`src/hdl/multi_slot_timer_bank_defines.svh`:
```
// Assertion macros for the timer slot bank.
`ifndef MULTI_SLOT_TIMER_BANK_DEFINES_SVH
`define MULTI_SLOT_TIMER_BANK_DEFINES_SVH

`ifndef SYNTHESIS
`define MSTB_ASSERT_SAME(label, clk, rst, ante, cons) \
   label: assert property (@(posedge clk) disable iff (rst) (ante) |-> (cons)) \
      else $error("assertion failed");
`define MSTB_ASSERT_NEXT(label, clk, rst, ante, cons) \
   label: assert property (@(posedge clk) disable iff (rst) (ante) |=> (cons)) \
      else $error("assertion failed");
`else
`define MSTB_ASSERT_SAME(label, clk, rst, ante, cons)
`define MSTB_ASSERT_NEXT(label, clk, rst, ante, cons)
`endif

`endif

```
`src/hdl/mstb_pkg.sv`:
```
// Types and constants shared by the timer slot bank.
package mstb_pkg;

   localparam int REQ_W     = 3;
   localparam int SLOT_W    = 5;
   localparam int PERIOD_W  = 32;
   localparam int ELAPSED_W = 16;
   localparam int KIND_W    = 3;

   typedef enum logic [REQ_W-1:0] {
      REQ_ADD    = 3'd0,
      REQ_REMOVE = 3'd1,
      REQ_START  = 3'd2,
      REQ_STOP   = 3'd3,
      REQ_RESET  = 3'd4,
      REQ_TICK   = 3'd5
   } req_code_type;

   typedef enum logic [KIND_W-1:0] {
      KIND_ADDED  = 3'd0,
      KIND_FULL   = 3'd1,
      KIND_ACK    = 3'd2,
      KIND_EXPIRY = 3'd3,
      KIND_DONE   = 3'd4
   } kind_type;

   typedef enum logic [2:0] {
      ST_IDLE,
      ST_ADD,
      ST_SIMPLE,
      ST_TICK_FIRST,
      ST_TICK_EVAL,
      ST_TICK_DONE
   } state_type;

   typedef struct packed {
      logic load_req;
      logic idx_clear;
      logic idx_inc;
      logic rd_en;
      logic do_add;
      logic do_full;
      logic do_simple;
      logic do_tick;
      logic do_done;
   } ctl_cmd_type;

   typedef struct packed {
      logic out_free;
      logic idx_last;
      logic cur_free;
      logic expiring;
   } dp_status_type;

endpackage

```
`src/hdl/mstb_if.sv`:
```
// Request and response channel interfaces of the timer slot bank.
interface mstb_req_if;
   import mstb_pkg::*;
   logic                 valid;
   logic                 ready;
   logic [REQ_W-1:0]     req_type;
   logic [SLOT_W-1:0]    slot;
   logic [PERIOD_W-1:0]  period_ms;
   logic                 periodic;
   logic [ELAPSED_W-1:0] elapsed_ms;

   modport source (output valid, req_type, slot, period_ms, periodic, elapsed_ms,
                   input ready);
   modport sink (input valid, req_type, slot, period_ms, periodic, elapsed_ms,
                 output ready);
endinterface

interface mstb_rsp_if;
   import mstb_pkg::*;
   logic              valid;
   logic              ready;
   logic [KIND_W-1:0] kind;
   logic [SLOT_W-1:0] slot_out;
   logic              last;

   modport source (output valid, kind, slot_out, last, input ready);
   modport sink (input valid, kind, slot_out, last, output ready);
endinterface

```
`src/hdl/mstb_ctrl.sv`:
```
// Sequencer of the timer slot bank: request decode, slot walk and result timing.
module mstb_ctrl (
   input  logic                        clock,
   input  logic                        reset,
   input  logic                        req_valid,
   input  logic [mstb_pkg::REQ_W-1:0]  req_type,
   output logic                        req_ready,
   input  mstb_pkg::dp_status_type     status,
   output mstb_pkg::ctl_cmd_type       cmd
);
   import mstb_pkg::*;

   state_type state_ff;
   state_type state_in;

   always_ff @(posedge clock) begin
      if (reset) begin
         state_ff <= ST_IDLE;
      end else begin
         state_ff <= state_in;
      end
   end

   always_comb begin
      state_in  = state_ff;
      req_ready = 1'b0;
      cmd       = '0;
      unique case (state_ff)
         ST_IDLE: begin
            req_ready = 1'b1;
            if (req_valid) begin
               cmd.load_req = 1'b1;
               unique case (req_type)
                  REQ_ADD: begin
                     cmd.idx_clear = 1'b1;
                     state_in      = ST_ADD;
                  end
                  REQ_TICK: begin
                     state_in = ST_TICK_FIRST;
                  end
                  default: begin
                     state_in = ST_SIMPLE;
                  end
               endcase
            end
         end
         ST_ADD: begin
            if (status.cur_free) begin
               if (status.out_free) begin
                  cmd.do_add = 1'b1;
                  state_in   = ST_IDLE;
               end
            end else if (status.idx_last) begin
               if (status.out_free) begin
                  cmd.do_full = 1'b1;
                  state_in    = ST_IDLE;
               end
            end else begin
               cmd.idx_inc = 1'b1;
            end
         end
         ST_SIMPLE: begin
            if (status.out_free) begin
               cmd.do_simple = 1'b1;
               state_in      = ST_IDLE;
            end
         end
         ST_TICK_FIRST: begin
            cmd.idx_clear = 1'b1;
            cmd.rd_en     = 1'b1;
            state_in      = ST_TICK_EVAL;
         end
         ST_TICK_EVAL: begin
            if (!status.expiring || status.out_free) begin
               cmd.do_tick = 1'b1;
               if (status.idx_last) begin
                  state_in = ST_TICK_DONE;
               end else begin
                  cmd.rd_en   = 1'b1;
                  cmd.idx_inc = 1'b1;
               end
            end
         end
         ST_TICK_DONE: begin
            if (status.out_free) begin
               cmd.do_done = 1'b1;
               state_in    = ST_IDLE;
            end
         end
         default: begin
            state_in = ST_IDLE;
         end
      endcase
   end

endmodule

```
`src/hdl/mstb_datapath.sv`:
```
// Slot storage, tick arithmetic and response register of the timer slot bank.
module mstb_datapath #(
   parameter int SLOTS = 32
) (
   input  logic                            clock,
   input  logic                            reset,
   input  mstb_pkg::ctl_cmd_type           cmd,
   output mstb_pkg::dp_status_type         status,
   input  logic [mstb_pkg::REQ_W-1:0]      req_type,
   input  logic [mstb_pkg::SLOT_W-1:0]     req_slot,
   input  logic [mstb_pkg::PERIOD_W-1:0]   req_period_ms,
   input  logic                            req_periodic,
   input  logic [mstb_pkg::ELAPSED_W-1:0]  req_elapsed_ms,
   input  logic                            rsp_ready,
   output logic                            rsp_valid,
   output logic [mstb_pkg::KIND_W-1:0]     rsp_kind,
   output logic [mstb_pkg::SLOT_W-1:0]     rsp_slot_out,
   output logic                            rsp_last
);
   import mstb_pkg::*;

   localparam int IDX_W = (SLOTS > 1) ? $clog2(SLOTS) : 1;

   logic [REQ_W-1:0]     type_ff;
   logic [SLOT_W-1:0]    slot_ff;
   logic [PERIOD_W-1:0]  period_ff;
   logic                 periodic_ff;
   logic [ELAPSED_W-1:0] elapsed_ff;

   logic [IDX_W-1:0] idx_ff;
   logic [IDX_W-1:0] idx_in;
   logic [SLOTS-1:0] used_ff;
   logic [SLOTS-1:0] used_in;
   logic [SLOTS-1:0] running_ff;
   logic [SLOTS-1:0] running_in;

   logic [PERIOD_W:0]   cfg_mem [SLOTS];
   logic [PERIOD_W-1:0] rem_mem [SLOTS];
   logic [PERIOD_W:0]   cfg_rd_ff;
   logic [PERIOD_W-1:0] rem_rd_ff;

   logic                rsp_valid_ff;
   logic                rsp_valid_in;
   kind_type            kind_ff;
   logic [SLOT_W-1:0]   slot_out_ff;
   logic                last_ff;

   logic [IDX_W-1:0]    sel;
   logic                slot_ok;
   logic [IDX_W-1:0]    rd_addr;
   logic                hit;
   logic [PERIOD_W-1:0] dec;
   logic                expiring;
   logic                cfg_wr;
   logic [IDX_W-1:0]    cfg_wr_addr;
   logic [PERIOD_W:0]   cfg_wdata;
   logic                rem_wr;
   logic [PERIOD_W-1:0] rem_wdata;
   logic                emit;
   kind_type            kind_sel;

   always_ff @(posedge clock) begin
      if (cmd.load_req) begin
         type_ff     <= req_type;
         slot_ff     <= req_slot;
         period_ff   <= req_period_ms;
         periodic_ff <= req_periodic;
         elapsed_ff  <= req_elapsed_ms;
      end
   end

   assign sel      = IDX_W'(slot_ff);
   assign slot_ok  = (int'(slot_ff) < SLOTS) && used_ff[sel];
   assign rd_addr  = cmd.idx_clear ? '0 : idx_ff + IDX_W'(1);
   assign hit      = used_ff[idx_ff] && running_ff[idx_ff];
   assign dec      = (rem_rd_ff < PERIOD_W'(elapsed_ff)) ? '0
                                                        : rem_rd_ff - PERIOD_W'(elapsed_ff);
   assign expiring = hit && (dec == '0);

   always_comb begin
      idx_in = idx_ff;
      if (cmd.idx_clear) begin
         idx_in = '0;
      end else if (cmd.idx_inc) begin
         idx_in = idx_ff + IDX_W'(1);
      end
   end

   always_comb begin
      used_in    = used_ff;
      running_in = running_ff;
      if (cmd.do_add) begin
         used_in[idx_ff]    = 1'b1;
         running_in[idx_ff] = 1'b0;
      end
      if (cmd.do_simple && slot_ok) begin
         unique case (type_ff)
            REQ_REMOVE: begin
               used_in[sel]    = 1'b0;
               running_in[sel] = 1'b0;
            end
            REQ_START: begin
               running_in[sel] = 1'b1;
            end
            REQ_STOP: begin
               running_in[sel] = 1'b0;
            end
            default: begin
            end
         endcase
      end
      if (cmd.do_tick && expiring && !cfg_rd_ff[PERIOD_W]) begin
         running_in[idx_ff] = 1'b0;
      end
   end

   always_ff @(posedge clock) begin
      if (reset) begin
         idx_ff     <= '0;
         used_ff    <= '0;
         running_ff <= '0;
      end else begin
         idx_ff     <= idx_in;
         used_ff    <= used_in;
         running_ff <= running_in;
      end
   end

   assign cfg_wr      = cmd.do_add ||
                        (cmd.do_simple && slot_ok && (type_ff == REQ_RESET));
   assign cfg_wr_addr = cmd.do_add ? idx_ff : sel;
   assign cfg_wdata   = {periodic_ff, period_ff};

   assign rem_wr    = cmd.do_add || (cmd.do_tick && hit);
   assign rem_wdata = cmd.do_add ? period_ff :
                      !expiring  ? dec :
                      cfg_rd_ff[PERIOD_W] ? cfg_rd_ff[PERIOD_W-1:0] : '0;

   always_ff @(posedge clock) begin
      if (cfg_wr) begin
         cfg_mem[cfg_wr_addr] <= cfg_wdata;
      end
      if (cmd.rd_en) begin
         cfg_rd_ff <= cfg_mem[rd_addr];
      end
   end

   always_ff @(posedge clock) begin
      if (rem_wr) begin
         rem_mem[idx_ff] <= rem_wdata;
      end
      if (cmd.rd_en) begin
         rem_rd_ff <= rem_mem[rd_addr];
      end
   end

   assign emit = cmd.do_add || cmd.do_full || cmd.do_simple || cmd.do_done ||
                 (cmd.do_tick && expiring);

   always_comb begin
      priority if (cmd.do_add) begin
         kind_sel = KIND_ADDED;
      end else if (cmd.do_full) begin
         kind_sel = KIND_FULL;
      end else if (cmd.do_tick) begin
         kind_sel = KIND_EXPIRY;
      end else if (cmd.do_done) begin
         kind_sel = KIND_DONE;
      end else begin
         kind_sel = KIND_ACK;
      end
   end

   assign rsp_valid_in = emit ? 1'b1 : (rsp_valid_ff && !rsp_ready);

   always_ff @(posedge clock) begin
      if (reset) begin
         rsp_valid_ff <= 1'b0;
      end else begin
         rsp_valid_ff <= rsp_valid_in;
      end
   end

   always_ff @(posedge clock) begin
      if (emit) begin
         kind_ff     <= kind_sel;
         slot_out_ff <= (cmd.do_add || cmd.do_tick) ? SLOT_W'(idx_ff) : '0;
         last_ff     <= !cmd.do_tick;
      end
   end

   assign rsp_valid    = rsp_valid_ff;
   assign rsp_kind     = kind_ff;
   assign rsp_slot_out = slot_out_ff;
   assign rsp_last     = last_ff;

   assign status.out_free = !rsp_valid_ff || rsp_ready;
   assign status.idx_last = (idx_ff == IDX_W'(SLOTS - 1));
   assign status.cur_free = !used_ff[idx_ff];
   assign status.expiring = expiring;

endmodule

```
`src/hdl/multi_slot_timer_bank.sv`:
```
// Top level of the timer slot bank: sequencer, datapath and channel hookup.
//
// Requests enter on req_ch (valid/ready) and results leave on rsp_ch (valid/ready).
// One request is worked on at a time; req_ch.ready is high only while idle.
// Every request gives exactly one result marked last, except tick, which first
// gives one expiry per expiring slot (last low) and then a done result.
// Request handling with rsp_ch.ready held high:
//   remove, start, stop, reset settings: decoded at accept, result registered from ST_SIMPLE.
//   add: scans used flags one slot per cycle from slot 0 to the first free slot, else full.
//   tick: one slot per cycle from the period and count memories, which have
//   one registered read port each; the walk ends with the done result.
// A result waits in an output register; while it is not taken, any step that
// would produce another result holds. The request after the final result is
// accepted once that result sits in the register.
// Reset clears the used and run flags of every slot, so the bank comes up empty
// and idle once reset falls; no clearing pass is needed.
`include "multi_slot_timer_bank_defines.svh"

module multi_slot_timer_bank #(
   parameter int SLOTS = 32
) (
   input  logic        clock,
   input  logic        reset,
   mstb_req_if.sink    req_ch,
   mstb_rsp_if.source  rsp_ch
);
   import mstb_pkg::*;

   ctl_cmd_type   cmd;
   dp_status_type status;
   logic          ctl_ready;

   mstb_ctrl u_ctrl (
      .clock     (clock),
      .reset     (reset),
      .req_valid (req_ch.valid),
      .req_type  (req_ch.req_type),
      .req_ready (ctl_ready),
      .status    (status),
      .cmd       (cmd)
   );

   mstb_datapath #(
      .SLOTS (SLOTS)
   ) u_datapath (
      .clock          (clock),
      .reset          (reset),
      .cmd            (cmd),
      .status         (status),
      .req_type       (req_ch.req_type),
      .req_slot       (req_ch.slot),
      .req_period_ms  (req_ch.period_ms),
      .req_periodic   (req_ch.periodic),
      .req_elapsed_ms (req_ch.elapsed_ms),
      .rsp_ready      (rsp_ch.ready),
      .rsp_valid      (rsp_ch.valid),
      .rsp_kind       (rsp_ch.kind),
      .rsp_slot_out   (rsp_ch.slot_out),
      .rsp_last       (rsp_ch.last)
   );

   assign req_ch.ready = ctl_ready;

   `MSTB_ASSERT_NEXT(a_busy_after_accept, clock, reset,
      req_ch.valid && req_ch.ready, !req_ch.ready)
   `MSTB_ASSERT_SAME(a_not_last_is_expiry, clock, reset,
      rsp_ch.valid && !rsp_ch.last, rsp_ch.kind == KIND_EXPIRY)
   `MSTB_ASSERT_NEXT(a_expiry_reported, clock, reset,
      cmd.do_tick && status.expiring, rsp_ch.valid && (rsp_ch.kind == KIND_EXPIRY))

endmodule
```
`src/flat_wrapper.sv`:
```
// flat-port wrapper written by rule: the top's interface ports become plain ports
module multi_slot_timer_bank_flat import mstb_pkg::*;
#(
   parameter int SLOTS = 32
)
  (clock, reset, req_ch_valid, req_ch_req_type, req_ch_slot, req_ch_period_ms, req_ch_periodic, req_ch_elapsed_ms, req_ch_ready, rsp_ch_valid, rsp_ch_kind, rsp_ch_slot_out, rsp_ch_last, rsp_ch_ready);
  mstb_req_if req_ch_i ();
  mstb_rsp_if rsp_ch_i ();
  input  logic clock;
  input  logic reset;
  input wire logic [$bits(req_ch_i.valid)-1:0] req_ch_valid;
  input wire logic [$bits(req_ch_i.req_type)-1:0] req_ch_req_type;
  input wire logic [$bits(req_ch_i.slot)-1:0] req_ch_slot;
  input wire logic [$bits(req_ch_i.period_ms)-1:0] req_ch_period_ms;
  input wire logic [$bits(req_ch_i.periodic)-1:0] req_ch_periodic;
  input wire logic [$bits(req_ch_i.elapsed_ms)-1:0] req_ch_elapsed_ms;
  output wire logic [$bits(req_ch_i.ready)-1:0] req_ch_ready;
  output wire logic [$bits(rsp_ch_i.valid)-1:0] rsp_ch_valid;
  output wire logic [$bits(rsp_ch_i.kind)-1:0] rsp_ch_kind;
  output wire logic [$bits(rsp_ch_i.slot_out)-1:0] rsp_ch_slot_out;
  output wire logic [$bits(rsp_ch_i.last)-1:0] rsp_ch_last;
  input wire logic [$bits(rsp_ch_i.ready)-1:0] rsp_ch_ready;
  assign req_ch_i.valid = req_ch_valid;
  assign req_ch_i.req_type = req_ch_req_type;
  assign req_ch_i.slot = req_ch_slot;
  assign req_ch_i.period_ms = req_ch_period_ms;
  assign req_ch_i.periodic = req_ch_periodic;
  assign req_ch_i.elapsed_ms = req_ch_elapsed_ms;
  assign req_ch_ready = req_ch_i.ready;
  assign rsp_ch_valid = rsp_ch_i.valid;
  assign rsp_ch_kind = rsp_ch_i.kind;
  assign rsp_ch_slot_out = rsp_ch_i.slot_out;
  assign rsp_ch_last = rsp_ch_i.last;
  assign rsp_ch_i.ready = rsp_ch_ready;
  multi_slot_timer_bank #(.SLOTS(SLOTS)) u_core (.clock(clock), .reset(reset), .req_ch(req_ch_i), .rsp_ch(rsp_ch_i));
endmodule
```
`config.mk`:
```
export PLATFORM = sky130hd
export DESIGN_NAME = multi_slot_timer_bank_flat
export DESIGN_NICKNAME = d
export VERILOG_FILES = /design/src/hdl/mstb_pkg.sv /design/src/hdl/mstb_if.sv /design/src/hdl/mstb_ctrl.sv /design/src/hdl/mstb_datapath.sv /design/src/hdl/multi_slot_timer_bank.sv /design/src/flat_wrapper.sv
export VERILOG_INCLUDE_DIRS = /design/src /design/src/hdl
export SDC_FILE = /design/constraint.sdc
export NUM_CORES = 2
export LEC_CHECK = 0
export BUFFER_PORTS_ARGS = -buffer_cell sky130_fd_sc_hd__buf_2
export CAP_MARGIN = 10
export CORE_UTILIZATION = 60
export DETAILED_ROUTE_END_ITERATION = 10
export GPL_TIMING_DRIVEN = 0
export MAX_ROUTING_LAYER = met4
export PLACE_DENSITY_LB_ADDON = 0.08
export SYNTH_ARGS = -nofsm -noshare
export SYNTH_HDL_FRONTEND = slang
export SYNTH_SLANG_ARGS = --single-unit
```
`constraint.sdc`:
```
create_clock -name clock -period 10.5 [get_ports clock]
set_input_delay 1.575 -clock clock [delete_from_list [all_inputs] [get_ports clock]]
set_output_delay 1.575 -clock clock [all_outputs]
set_load 0.02 [all_outputs]
```
Word level (Yosys, flattened, before mapping)
Memory sizes are Yosys's and may differ from the RTL's. A register that Yosys moved wholly into a read port is not among the register bits. Cells that the tools add are included.

Equality and inequality tests: 15. Magnitude comparators: 5. $add $sub $neg: 2. Bitwise logic cells: 8. Reduce and logical (&&, ||, !) cells: 33. Mux-type cells: 59.

Operator list (count): 32-bit two-way mux (10); 32-bit bitwise AND (4); 32-bit inverter (2); 32-bit OR (2); 32-bit case mux with 2 select lines (1); 32-bit zero test (1); 32-bit by 16-bit less-than comparator with 1-bit output (1); 32-bit by 16-bit subtractor with 32-bit output (1); 1-bit two-way mux (24); 3-bit two-way mux (7); 1-bit binary-select mux with 5-bit select (3); 3-bit case mux with 5 select lines (1); 3-bit by 2-bit equality test with 1-bit output, second input constant (4); 3-bit equality test, second input constant (4); 5-bit by 6-bit less-than comparator with 1-bit output, second input constant (2); 1-bit demux with 5-bit select (2); 5-bit by 1-bit >= comparator with 1-bit output, second input constant (2); 1-bit logical AND (10); 2-bit two-way mux (5); 5-bit two-way mux (2); 1-bit logical OR (9); 2-bit OR reduction (4); 3-bit by 1-bit equality test with 1-bit output, second input constant (2); 3-bit zero test (2); other kinds (10) (17).

RAM bits: 2080. Word-level logic and storage cells: 139. Register bits after elaboration: 139. Memories: 2.

Memory list: u_core.u_datapath.cfg_mem (depth 32, width 33, rd ports 1, clocked after Yosys merged registers in 1, write ports 1, RTL line mstb_datapath.sv:37) `logic [PERIOD_W:0] cfg_mem [SLOTS];`; u_core.u_datapath.rem_mem (depth 32, width 32, rd ports 1, clocked after Yosys merged registers in 1, write ports 1, RTL line mstb_datapath.sv:38) `logic [PERIOD_W-1:0] rem_mem [SLOTS];`.

Longest topological paths before layout
Word-level depth: 12. Gate-level depth with buffers: 16. Mapped depth without buffers: 14.

Cells and area by module
From an unflattened synthesis, not the netlist that was laid out.

Cells, all modules: 4824. Area total of the unflattened synthesis: 90018.8 µm².

Modules (own cells, without submodules): mstb_datapath (instances 1, area each 89711.0 µm², seq. area each 67795.0 µm², cells an instance 4777); mstb_ctrl (instances 1, area each 307.8 µm², seq. area each 60.1 µm², cells an instance 47).

Worst setup path before layout
OpenSTA, ideal clock, no wires.

Path type: reg-to-reg. Start: reg u_core.u_datapath.elapsed_ff[0]. End: reg u_core.u_datapath.cfg_rd_ff[0] (read register of u_core.u_datapath.cfg_mem), enable pin. Data arrival time: 6268 ps. Buffers on the path: 0. Required time: 9989 ps. Cell stages (with the launch flop): 13. Setup time: 511 ps. Clock period less this slack: 6779 ps. Path slack: 3721 ps. Cells stage by stage: edfxtp_1 ha_1 fa_1 nand2b_1 a21oi_1 o311a_1 nor3_2 or4_1 and4_1 nand4b_4 nor2_1 a31o_2 o22ai_1.

RTL lines: start, declared (RTL line mstb_datapath.sv:28) `logic [ELAPSED_W-1:0] elapsed_ff;`; start signal, assigned (RTL line mstb_datapath.sv:68) `elapsed_ff <= req_elapsed_ms;`; end, declared (RTL line mstb_datapath.sv:39) `logic [PERIOD_W:0] cfg_rd_ff;`.

Worst setup path after layout
Start: reg u_core.u_datapath.idx_ff[0]. End: reg u_core.u_datapath.rem_rd_ff[29] (read register of u_core.u_datapath.rem_mem), data pin.

Longest elaborated chain between the ends: 8. Elaborated cells on any way between the ends: 14. Classes of those cells: add/sub: 1; eq/ne: 1; mux: 8; reduce/logical: 4.

Ends and longest elaborated chain: start, declared (RTL line mstb_datapath.sv:30) `logic [IDX_W-1:0] idx_ff;`; start signal, assigned (RTL line mstb_datapath.sv:123) `idx_ff <= idx_in;`; 1-bit binary-select mux with 5-bit select (RTL line mstb_datapath.sv:75) `assign hit = used_ff[idx_ff] && running_ff[idx_ff];`; 1-bit two-way mux (implied by the code) (RTL line mstb_datapath.sv:75); 1-bit logical AND (RTL line mstb_datapath.sv:75); 1-bit logical AND (RTL line mstb_datapath.sv:78) `assign expiring = hit && (dec == '0);`; 1-bit zero test (RTL line mstb_ctrl.sv:74) `if (!status.expiring || status.out_free) begin`; 1-bit logical OR (RTL line mstb_ctrl.sv:74); 2-bit two-way mux (RTL line mstb_ctrl.sv:74); 1-bit case mux with 2 select lines (RTL line mstb_ctrl.sv:28) `unique case (state_ff)`; end, declared (RTL line mstb_datapath.sv:40) `logic [PERIOD_W-1:0] rem_rd_ff;`.

Several ways; a longest one is shown, not always the timed one. The select of a mux whose other input is x is not followed. A chain may end at the register's enable or synchronous reset.

==> results.md <==
* Placer congestion estimate at 1.01
* Final wirelength at 350 mm
* IR Drop Worst-Case VDD at 0.171 mV
* Part of the power in registers at 0.528
* Critical Path AT at 9220 ps
* CTS tree: built
* Syn nets at 6,740
* Final Hold Violating Endpoints at 0
* Yosys top cell area share at 0.712
* Die Footprint at 157,000 um2
* Setup crit start: u_core.u_datapath.idx_ff[0]
* Mux contribution to synthesized area at 0.0288
* Most used DFF post-synth: edfxtp_1
* Cell Int Power at 0.0150 W
* Hold Path Class: flop to flop
* CP Capture Type: flop
* I/O Buffers at 71
* RSZ-0062 raised after global routing: false
* Worst reg2reg startpoint: u_core.u_datapath.idx_ff[0]
* Grt total ovfl at 0
* Compound-Gate Fraction of Synth Area at 0.0966
* Die width at 396 um
* Status: complete, no violations
* Post-synthesis sequential area ratio at 0.728
* Setup TNS after final layout at 0 ps
* Fin crit share at 0.833
* XOR/XNOR Fraction of Synth Area at 0.00169
* Slew @ Worst Pin at 1470 ps
* Largest family of logic cells by synthesized area: simple AND/OR/NAND/NOR gates
* Commonest cells after routing, fill and taps aside: edfxtp_1 (2,211), nand2_1 (1,212), clkbuf_1 (504)
* Vias at 66,600
* Adder-Cell Fraction of Synth Area at 0.00317
* WL met3 at 51.7 mm
* CTS sink cnt at 2,284
* Synth warn at 0
* Net Switching at 0.00473 W
* Wire per inst at 37.5 um
* Rows at 144
* CP Class: flop to flop
* Fin util at 0.692
* Final routed DRC violation total at 0
* Largest net degree at the start of global routing at 37
* Met2 wire len at 153 mm
* Gate power share at 0.074
* Skew-Pair Late Insertion Delay at 880 ps
* Clock Path Buffers at 3
* Area leader, netlist: edfxtp_1
* Initial antenna violation count at 21
* Post-synth ARST share at 0
* H-tree depth at 4
* Starting Density at 0.605
* Global-route wire length before repair at 476 mm
* Static leakage at 34.5 nW
* PostCTS Resize Cnt at 0
* Vias in the first global route at 62,000
* DP Worst Slack at 2360 ps
* Ports at 72
* Clock share of power at 0.398
* Cell area after synthesis at 93,200 um2
* Post-route clock skew at 54.7 ps
* Final Setup Violations at 0
* Final nets at 7,175
* Critical hold path startpoint: u_core.u_datapath.used_ff[24]
* Final ANT Viol Nets at 0
* Crit path time final at 8750 ps
* Critical Path Fanout Max at 11
* Area contributors post-synth: edfxtp_1 (71%), nand2_1 (4.9%), mux4_2 (2.6%), o211ai_1 (2.5%), a311oi_1 (2.4%)
* M1 wire length at 121 mm
* Final hold slack at 491 ps
* Hpwl dp at 244 mm
* CTS clk-pin slew, worst paths at 60 ps
* Synth unique cells at 81
* Max Fclk at 114 MHz
* GR Util All Layers at 0.455
* Post-CTS Hold Fix Bufs at 0
* Share of cells above drive strength 1 at 0.108
* Number of synthesized flops with an enable pin at 2,211
* Sw Share at 0.240
* TritonCTS buffer count at 222
* Slew Limit Fails at 0
* Post-CTS Setup Inserts at 0
* Core area at 154,000 um2
* Final WS setup at 1750 ps
* Yosys reg bits at 2,284
* Syn_area_per_cell at 14.0 um2
* Cells after Synth at 6,656
* DR iter-0 viols at 12,300
* Root buf cell: clkbuf_16
* Highest Signal Layer: met4
* Max-slew headroom at 0.0176
* Critical path startpoint category: flop
* Post-Synth Simple-Gate Area at 0.117
* Commonest non-fill, non-tap cell in the layout: edfxtp_1
* Worst endpoint required time at 10,970 ps
* P&R area growth vs syn at 14.3%
* Pre-Repair DR Iteration Count at 7
* Power Density at 185 nW/um2
* Die H at 396 um
* Max_cap viols at 0
* Drt via density at 7.13
[power groups by stage]
stage | registers (W) | logic (W) | clock network [W]
after floorplan | 0.0106 | 0.000637 | 0
after global placement | 0.0107 | 0.00117 | 0
after detailed placement | 0.0106 | 0.00131 | 0
final | 0.0104 | 0.00146 | 0.00786
after global routing | 0.0104 | 0.00149 | 0.00813
after CTS | 0.0104 | 0.00131 | 0.00779
[registers in the layout, summed over array words and instances (netlist names), 5 cells and up]
signal	flops
u_core.u_datapath.cfg_mem	1056
u_core.u_datapath.cfg_rd_ff	33
u_core.u_datapath.elapsed_ff	16
u_core.u_datapath.idx_ff	5
u_core.u_datapath.period_ff	32
u_core.u_datapath.rem_mem	1024
u_core.u_datapath.rem_rd_ff	32
u_core.u_datapath.rsp_slot_out	5
u_core.u_datapath.running_ff	32
u_core.u_datapath.sel	5
u_core.u_datapath.used_ff	32
[cells in the mapped netlist (46+ instances only)]
| library cell | number |
|---|---|
| clkbuf_1 | 465 |
| o211ai_1 | 309 |
| buf_1 | 46 |
| nand3_1 | 404 |
| mux4_2 | 106 |
| or3_1 | 310 |
| dfxtp_1 | 73 |
| nor2_1 | 156 |
| inv_1 | 59 |
| and3_1 | 138 |
| a311oi_1 | 253 |
| nand2_1 | 1212 |
| o31ai_1 | 68 |
| edfxtp_1 | 2211 |
| o21ai_0 | 183 |
| a21oi_1 | 166 |
| a311o_1 | 67 |
[critical path, cell delays in order (launching register included)]
cell,delay [ps]
dfxtp_1,450
inv_1,450
clkbuf_1,530
clkbuf_1,560
clkbuf_1,720
buf_1,1050
ha_1,440
and2_1,180
clkbuf_1,230
clkbuf_2,780
clkbuf_2,900
clkbuf_1,670
a311oi_1,180
o31ai_1,1200
[path summary, 6_finish.rpt]
| check | endpoint | slack [ps] | cells past startpoint |
|---|---|---|---|
| hold / removal | u_core.u_datapath.used_ff[24] | 490 | 2 |
| setup / recovery | u_core.u_datapath.rem_rd_ff[29] | 1750 | 13 |
| setup reg to reg | u_core.u_datapath.rem_rd_ff[29] | 1750 | 13 |
| hold reg to reg | u_core.u_datapath.used_ff[24] | 490 | 2 |
[logic make-up (layout without fill, tap and decap cells)]
logic type,count (synthesis),count (layout)
simple gates,2358,2358
flops,2284,2284
compound gates,1246,1246
buf+inv,592,1209
mux,135,135
fa+ha+maj,23,23
xor+xnor,18,18
other cells,0,21
[through the flow]
| step | cell area, um2 | power [W] | std cells |
|---|---|---|---|
| after floorplan | 93200 | 0.0112 | 6656 |
| after global placement | 96100 | 0.0118 | 8771 |
| after detailed placement | 99000 | 0.0119 | 8895 |
| after CTS | 106000 | 0.0195 | 9301 |
| after global routing | 107000 | 0.0200 | 9332 |
| final | 107000 | 0.0197 | 9338 |
[final cells by class]
cell class / count / area [um2]
inverters: 59 / 221
flip-flops and latches: 2284 / 67900
plain buffers: 533 / 2070
well taps: 2044 / 2560
clock buffers: 283 / 5870
clock inverters: 123 / 1160
fillers: 10600 / 47500
repair buffers: 211 / 3180
diodes: 21 / 52.6
multi-input cells: 3780 / 23600
[metal layers]
metal  track usage  vias up
met4         0.253        0
met1         0.587    33100
met5             -        -
met3         0.133     1091
li1              -    26700
met2         0.650     5714
Note: power is estimated with default switching activity, not from simulation.
